===== src/rtl/tile_map_scroll_renderer_assert.svh =====
// Assertion macros shared by the RTL.
`ifndef TILE_MAP_SCROLL_RENDERER_ASSERT_SVH
`define TILE_MAP_SCROLL_RENDERER_ASSERT_SVH

// Same-cycle implication.
`define TMSR_ASSERT_NOW(label, clk_i, rstn_i, ante, cons) \
    label: assert property (@(posedge clk_i) disable iff (!rstn_i) (ante) |-> (cons)) \
        else $error("tmsr: same-cycle check failed");

// Next-cycle implication.
`define TMSR_ASSERT_NEXT(label, clk_i, rstn_i, ante, cons) \
    label: assert property (@(posedge clk_i) disable iff (!rstn_i) (ante) |=> (cons)) \
        else $error("tmsr: next-cycle check failed");

`endif


===== src/rtl/tmsr_pkg.sv =====
`default_nettype none

package tmsr_pkg;

    localparam int MAX_CELLS   = 4096;
    localparam int MAX_LAYERS  = 4;
    localparam int MAX_COLS    = 64;
    localparam int STORE_DEPTH = MAX_LAYERS * MAX_CELLS;

    // Field and register widths
    localparam int CELL_W     = 12;
    localparam int LAYER_W    = 2;
    localparam int FRAME_W    = 16;
    localparam int SCROLL_W   = 16;
    localparam int POS_W      = 15;
    localparam int CFG_W      = 12;
    localparam int CFG_IDX_W  = 3;
    localparam int COLS_W     = 7;
    localparam int TILE_W     = 9;
    localparam int SCR_W      = 12;
    localparam int LAYERS_W   = 3;
    localparam int ROW_W      = 6;
    localparam int TIDX_W     = 6;
    localparam int OFF_W      = 8;
    localparam int PIX_W      = 14;
    localparam int MAPPX_W    = 15;
    localparam int HV_W       = 14;
    localparam int TROW_W     = 7;

    localparam int MAP_MAX    = 64;
    localparam int TILE_MAX   = 256;

    // Divider
    localparam int DIV_NW     = 16;
    localparam int DIV_DW     = 9;
    localparam int DIV_CNT_W  = $clog2(DIV_NW + 1);

    // Request codes
    localparam logic [1:0] REQ_WRITE  = 2'd0;
    localparam logic [1:0] REQ_SCROLL = 2'd1;
    localparam logic [1:0] REQ_ROW    = 2'd2;

    // Configuration register indexes
    localparam logic [CFG_IDX_W-1:0] CFG_MAP_COLS    = 3'd0;
    localparam logic [CFG_IDX_W-1:0] CFG_MAP_ROWS    = 3'd1;
    localparam logic [CFG_IDX_W-1:0] CFG_TILE_W      = 3'd2;
    localparam logic [CFG_IDX_W-1:0] CFG_TILE_H      = 3'd3;
    localparam logic [CFG_IDX_W-1:0] CFG_SCREEN_W    = 3'd4;
    localparam logic [CFG_IDX_W-1:0] CFG_SCREEN_H    = 3'd5;
    localparam logic [CFG_IDX_W-1:0] CFG_LAYER_COUNT = 3'd6;

    typedef enum logic [3:0] {
        ST_IDLE,
        ST_LIM_X,
        ST_LIM_Y,
        ST_CLAMP,
        ST_DIV_GO,
        ST_DIV_WAIT,
        ST_CLIP,
        ST_ROW,
        ST_EMIT
    } state_t;

    typedef enum logic [1:0] {
        DIV_H,
        DIV_V,
        DIV_X,
        DIV_Y
    } div_sel_t;

    typedef struct packed {
        logic     accept;
        logic     store_we;
        logic     lim_x;
        logic     lim_y;
        logic     clamp;
        logic     scroll_upd;
        logic     div_start;
        logic     div_cap;
        div_sel_t div_sel;
        logic     clip;
        logic     row_setup;
        logic     issue;
    } cmd_t;

    typedef struct packed {
        logic frame_start;
        logic div_done;
        logic slot_free;
        logic col_last;
    } stat_t;

endpackage

`default_nettype wire


===== src/rtl/tmsr_ctrl.sv =====
`default_nettype none

module tmsr_ctrl (
    input  logic             clk,
    input  logic             rst_n,
    input  logic             in_valid,
    input  logic [1:0]       req_type,
    output logic             in_stall,
    input  tmsr_pkg::stat_t  stat,
    output tmsr_pkg::cmd_t   cmd
);

    import tmsr_pkg::*;

    state_t   state_reg, state_next;
    div_sel_t sel_reg, sel_next;
    logic     is_row_reg, is_row_next;

    always_comb
    begin
        state_next  = state_reg;
        sel_next    = sel_reg;
        is_row_next = is_row_reg;

        case (state_reg)
            ST_IDLE:
            begin
                if (in_valid)
                begin
                    case (req_type)
                        REQ_SCROLL:
                        begin
                            state_next  = ST_LIM_X;
                            is_row_next = 1'b0;
                        end
                        REQ_ROW:
                        begin
                            if (stat.frame_start)
                            begin
                                state_next  = ST_LIM_X;
                                is_row_next = 1'b1;
                            end
                            else
                            begin
                                state_next = ST_ROW;
                            end
                        end
                        default: ;
                    endcase
                end
            end
            ST_LIM_X:
            begin
                state_next = ST_LIM_Y;
            end
            ST_LIM_Y:
            begin
                state_next = ST_CLAMP;
            end
            ST_CLAMP:
            begin
                if (is_row_reg)
                begin
                    state_next = ST_DIV_GO;
                    sel_next   = DIV_H;
                end
                else
                begin
                    state_next = ST_IDLE;
                end
            end
            ST_DIV_GO:
            begin
                state_next = ST_DIV_WAIT;
            end
            ST_DIV_WAIT:
            begin
                if (stat.div_done)
                begin
                    case (sel_reg)
                        DIV_H:
                        begin
                            sel_next   = DIV_V;
                            state_next = ST_DIV_GO;
                        end
                        DIV_V:
                        begin
                            sel_next   = DIV_X;
                            state_next = ST_DIV_GO;
                        end
                        DIV_X:
                        begin
                            sel_next   = DIV_Y;
                            state_next = ST_DIV_GO;
                        end
                        default:
                        begin
                            state_next = ST_CLIP;
                        end
                    endcase
                end
            end
            ST_CLIP:
            begin
                state_next = ST_ROW;
            end
            ST_ROW:
            begin
                state_next = ST_EMIT;
            end
            ST_EMIT:
            begin
                if (stat.slot_free && stat.col_last)
                begin
                    state_next = ST_IDLE;
                end
            end
            default:
            begin
                state_next = ST_IDLE;
            end
        endcase
    end

    always_comb
    begin
        cmd         = '0;
        cmd.div_sel = sel_reg;
        in_stall    = 1'b1;

        case (state_reg)
            ST_IDLE:
            begin
                in_stall     = 1'b0;
                cmd.accept   = in_valid;
                cmd.store_we = in_valid && (req_type == REQ_WRITE);
            end
            ST_LIM_X:
            begin
                cmd.lim_x = 1'b1;
            end
            ST_LIM_Y:
            begin
                cmd.lim_y = 1'b1;
            end
            ST_CLAMP:
            begin
                cmd.clamp      = 1'b1;
                cmd.scroll_upd = !is_row_reg;
            end
            ST_DIV_GO:
            begin
                cmd.div_start = 1'b1;
            end
            ST_DIV_WAIT:
            begin
                cmd.div_cap = stat.div_done;
            end
            ST_CLIP:
            begin
                cmd.clip = 1'b1;
            end
            ST_ROW:
            begin
                cmd.row_setup = 1'b1;
            end
            ST_EMIT:
            begin
                cmd.issue = stat.slot_free;
            end
            default: ;
        endcase
    end

    always_ff @(posedge clk or negedge rst_n)
    begin
        if (!rst_n)
        begin
            state_reg  <= ST_IDLE;
            sel_reg    <= DIV_H;
            is_row_reg <= 1'b0;
        end
        else
        begin
            state_reg  <= state_next;
            sel_reg    <= sel_next;
            is_row_reg <= is_row_next;
        end
    end

endmodule

`default_nettype wire


===== config.mk =====
export PLATFORM = sky130hd
export DESIGN_NAME = tmsr_ctrl
export DESIGN_NICKNAME = d
export VERILOG_FILES = /design/src/rtl/tile_map_scroll_renderer_assert.svh /design/src/rtl/tmsr_pkg.sv /design/src/rtl/tmsr_ctrl.sv
export SDC_FILE = /design/constraint.sdc
export NUM_CORES = 1
export LEC_CHECK = 0
export BUFFER_PORTS_ARGS = -buffer_cell sky130_fd_sc_hd__buf_2
export CAP_MARGIN = 40
export CORE_MARGIN = 1
export CORE_UTILIZATION = 40
export DETAILED_ROUTE_END_ITERATION = 10
export PLACE_DENSITY = 0.75
export SLEW_MARGIN = 10
export SYNTH_ARGS = -nofsm -noshare
export SYNTH_HDL_FRONTEND = slang
export SYNTH_SLANG_ARGS = --single-unit

===== constraint.sdc =====
create_clock -name clk -period 5 [get_ports clk]
set_clock_uncertainty 0.2 [all_clocks]
set_input_delay 1.5 -clock clk [delete_from_list [all_inputs] [get_ports clk]]
set_output_delay 1.5 -clock clk [all_outputs]
set_load 0.02 [all_outputs]

**Word-level counts from Yosys, hierarchy flattened**

Cells that the tools add are included.

- Equality and inequality tests: 19
- Multiplexer cells: 24
- Reductions and logical operators: 12

Operators by type and width:

| operator | number |
|---|---|
| $pmux 4 s9 | 1 |
| $eq 4x3->1 const B | 4 |
| $mux 4 | 3 |
| $reduce_and 4->1 | 3 |
| $mux 2 | 5 |
| $ne 2x2->1 const B | 5 |
| $mux 1 | 9 |
| $eq 4x2->1 const B | 2 |
| $pmux 4 s2 | 1 |
| $mux 3 | 2 |
| $pmux 2 s3 | 1 |
| $eq 2x1->1 const B | 2 |
| $eq 2x2->1 const B | 2 |
| $eq 4x1->1 const B | 1 |
| $eq 4x4->1 const B | 1 |
| $logic_not 2->1 | 2 |
| $logic_not 4->1 | 1 |
| $ne 4x1->1 const B | 1 |
| $pmux 2 s2 | 1 |
| $reduce_bool 2->1 | 2 |
| $ne 3x1->1 const B | 1 |
| $reduce_or 3->1 | 1 |
| $logic_and 1x1->1 | 2 |
| $pmux 1 s2 | 1 |
| $logic_not 1->1 | 1 |

- Bits in registers: 7
- Input port bits: 9
- Output and inout port bits: 14

**Longest topological paths before layout**

- Depth in word-level cells: 5
- Depth in mapped cells: 5
- Gate-level depth less buffers: 5

**Worst setup path after synthesis**

OpenSTA, ideal clock, no wires.

- Kind: input port to output port
- From: input port in_valid
- To: output port cmd[11] in the netlist's numbering
- Arrival time: 2344 ps
- Required time: 3300 ps
- Slack: 956 ps
- Stages: 2
- Path buffers: 0
- Cell sequence: and3_1 -> nor3b_1

RTL lines:

| what | line | text |
|---|---|---|
| start: declaration | tmsr_ctrl.sv:6 | `input logic in_valid,` |
| end: declaration | tmsr_ctrl.sv:10 | `output tmsr_pkg::cmd_t cmd` |

==> results.env <==
NUMBER_OF_ANTENNA_VIOLATIONS_AT_THE_FIRST_CHECK_IN_GLOBAL_ROUTING=0
MET3WIRELENGTH_UM=47
SYNTH_ASYNC_SR_FLOP_SHARE=1.000
POSTCTSSETUPBUFFERS=0
PLACEMENT.SETUP.WORST_SLACK_PS=1172
SYNTH-SEQ-CELLS=7
ROUTE.VIAS.TOTAL=600
MAXCAPVIOLCOUNT=0
RUN_STATUS='finished clean'
GRT.OVERFLOW.TOTAL=0
FINALSETUPTNS_PS=0
PATH_MAX_FANOUT=3
SYNTH_TOP_CELL_BY_AREA='sky130_fd_sc_hd__dfrtp_1'
ROUTE.MET2.WL_UM=627
FINALSETUPVIOLATIONS=0
HOLDBUFCOUNTCTS=0
LARGEST_REG_FLOPS=4
CTS.REPAIR.RESIZED=0
TRANSITION_TIME_OF_THE_TIGHTEST_SLEW_CHECK_PIN_PS=436.6
ANTENNA_DIODE_COUNT=0
INITIAL_CORE_UTIL=0.4525
ROUTE.DETAILED.DRC=0
REPORT.FINAL.HOLD_VIOL_COUNT=0
CRITPATHCAPTURETYPE='primary output'
DIE_W_UM=41.55
YOSYS_MOST_USED_DFF='sky130_fd_sc_hd__dfrtp_1'
GRT_MAX_DEGREE=16
WORST_IR_DROP_VDD_uV=243.3
RELSLEWSLACK=0.7050
ROUTED_VIA_DENSITY=5.607
PERIOD_MINUS_SLACK_PS=3835
FIRST_PASS_ITERS=4
PATH_CLK_SLEW_PS=50
UTILIZATION=0.5439
WL_PER_CELL_UM=12.29
SYN_AREA_UM2=625.6
ARRIVAL_PS=2130
GPL.FINAL_WEIGHTED_CONGESTION=0.7731
YOSYSWARNINGS=0
SYNTH-EDFF-COUNT=0
SETUP.REG_TO_REG.WORST_SLACK_PS=3310
DIEHEIGHT_UM=41.55
DPL.HPWL_UM=1045
NETLIST.AREA_LEADER.SHARE=0.2800
DR.MAX_LAYER_USED='met4'
CTS_BUFFERS=3
DETAIL_ROUTE.WIRELENGTH.MET1_UM=629
FLOORPLAN.ROWS=13
FINAL_CRITICAL_PATH_SETUP_SLACK_PS=1165
CLK_LATENCY_PS=250
POWER_DENSITY_nW_PER_UM2=578.2
FINAL_LAYOUT_SIZE_SUFFIX_GT1_FRAC=0.3043
WORSTSETUPSTARTPOINTTYPE='input pin'
MIN_PATH_TYPE='register to register'
GRT_PASS1_WL_UM=2339
CLOCK_PATH_BUFFERS=2
POST_SYNTH_NUM_CELL_TYPES=36
SYN2LAYOUT_AREA_GROWTH_PCT=20.20
CRITICAL_PATH_REQUIRED_PS=3300
GLOBAL_ROUTE.USAGE.TOTAL=0.1688
DETAIL_ROUTE.ITER0.VIOLATIONS=8
NUMPORTBUFFERS=22
FIRST_GLOBAL_VIAS=543
PATH_CLASS='input pin to primary output'
SYNTHCELLS=70
PIN_COUNT=23
CTS_TREE='built'
CTS.HTREE.LEVELS=1
SYNTH_SEQ_AREA_SHARE=0.2800
ROUTE.FINAL.WIRE_LENGTH_UM=1315
MAPPEDNETLISTNETS=83
NETLIST_TOP_CELLS_COUNT='7 x sky130_fd_sc_hd__dfrtp_1, 7 x sky130_fd_sc_hd__nor2_1, 5 x sky130_fd_sc_hd__nor3_1'
LAYOUT_NETS=106
RSZ0062_AT_GRT='no'
STATIC-LEAKAGE-POWER_nW=0.3761
FP.COREAREA_UM2=1383
PERIOD_SHARE=0.7669
SLEW_VIOLATIONS=0
SYNTHESIZED_AREA_PER_CELL_UM2=8.937
CLOCK_TREE.ROOT_CELL='sky130_fd_sc_hd__clkbuf_4'
DIE_FOOTPRINT_UM2=1726
FMAXACHIEVABLE_MHz=260.8
CTS_NUM_SINKS=7
ANTENNA_VIOLATING_NETS_POST_ROUTE=0
NETLIST_TOP_CELLS_AREA='sky130_fd_sc_hd__dfrtp_1 28%, sky130_fd_sc_hd__ha_1 8.0%, sky130_fd_sc_hd__nor2_1 4.2%'
worst paths after layout:
path / start / end / depth (start not counted)
worst min-delay path: sel_reg[0] / sel_reg[0] / 1
worst min register to register: sel_reg[0] / sel_reg[0] / 1
worst max register to register: state_reg[2] / state_reg[0] / 3
min in group asynchronous: rst_n / state_reg[3] / 1
max in group asynchronous: rst_n / sel_reg[0] / 1
worst max-delay path: in_valid / cmd[11] / 4
placed cells by master (no fill, tap or decap), types with 2 or more instances in the layout:
master                     count
sky130_fd_sc_hd__buf_2        22
sky130_fd_sc_hd__nor2_1        7
sky130_fd_sc_hd__dfrtp_1       7
sky130_fd_sc_hd__nor3_1        5
sky130_fd_sc_hd__nand2b_1      4
sky130_fd_sc_hd__ha_1          4
sky130_fd_sc_hd__nand2_1       3
sky130_fd_sc_hd__nor2b_1       3
sky130_fd_sc_hd__inv_1         3
sky130_fd_sc_hd__clkbuf_4      3
sky130_fd_sc_hd__and2_1        2
sky130_fd_sc_hd__nor3b_1       2
sky130_fd_sc_hd__nor4_1        2
sky130_fd_sc_hd__and4b_1       2
sky130_fd_sc_hd__a221oi_1      2
logic make-up after synthesis:
family	Yosys count	synth area share
buf+inv	7	0.06400
compound gates	13	0.1720
simple gates	38	0.3900
xor+xnor	1	0.01400
flops	7	0.2800
fa+ha+maj	4	0.08000
worst max-delay path, stage by stage:
cell and delay [ps]:
sky130_fd_sc_hd__buf_2 90, sky130_fd_sc_hd__and3_1 180, sky130_fd_sc_hd__nor3b_1 180, sky130_fd_sc_hd__buf_2 190
routing by layer:
layer,vias to the layer above,track usage
li1,304,-
met1,279,0.2452
met2,15,0.2625
met3,2,0.01304
met4,0,0.05806
met5,-,0
stage by stage:
| step | instance area (µm²) | hold slack [ps] | power, mW | instances |
|---|---|---|---|---|
| after floorplan | 625.6 | 349.8 | 0.3273 | 70 |
| after global placement | 725.7 | 415.9 | 0.3827 | 103 |
| after detailed placement | 725.7 | 417.9 | 0.3867 | 103 |
| after CTS | 752.0 | 424.6 | 0.4384 | 107 |
| after global routing | 752.0 | 447.0 | 0.4784 | 107 |
| final | 752.0 | 416.3 | 0.4348 | 107 |
final cells by class:
class / instances / area (µm²)
flip-flops and latches: 7 / 175.2
multi-input cells: 56 / 410.4
well taps: 15 / 18.77
inverters: 3 / 11.26
clock buffers: 4 / 26.28
repair buffers: 22 / 110.1
fillers: 139 / 630.6
where the power goes:
part | leakage [nW] | switching, mW | internal (mW)
logic | 0.272 | 0.144 | 0.108
registers | 0.0889 | 0.0551 | 0.0788
clock network | 0.0150 | 0.0192 | 0.0303
(Power assumes the default switching activity.)
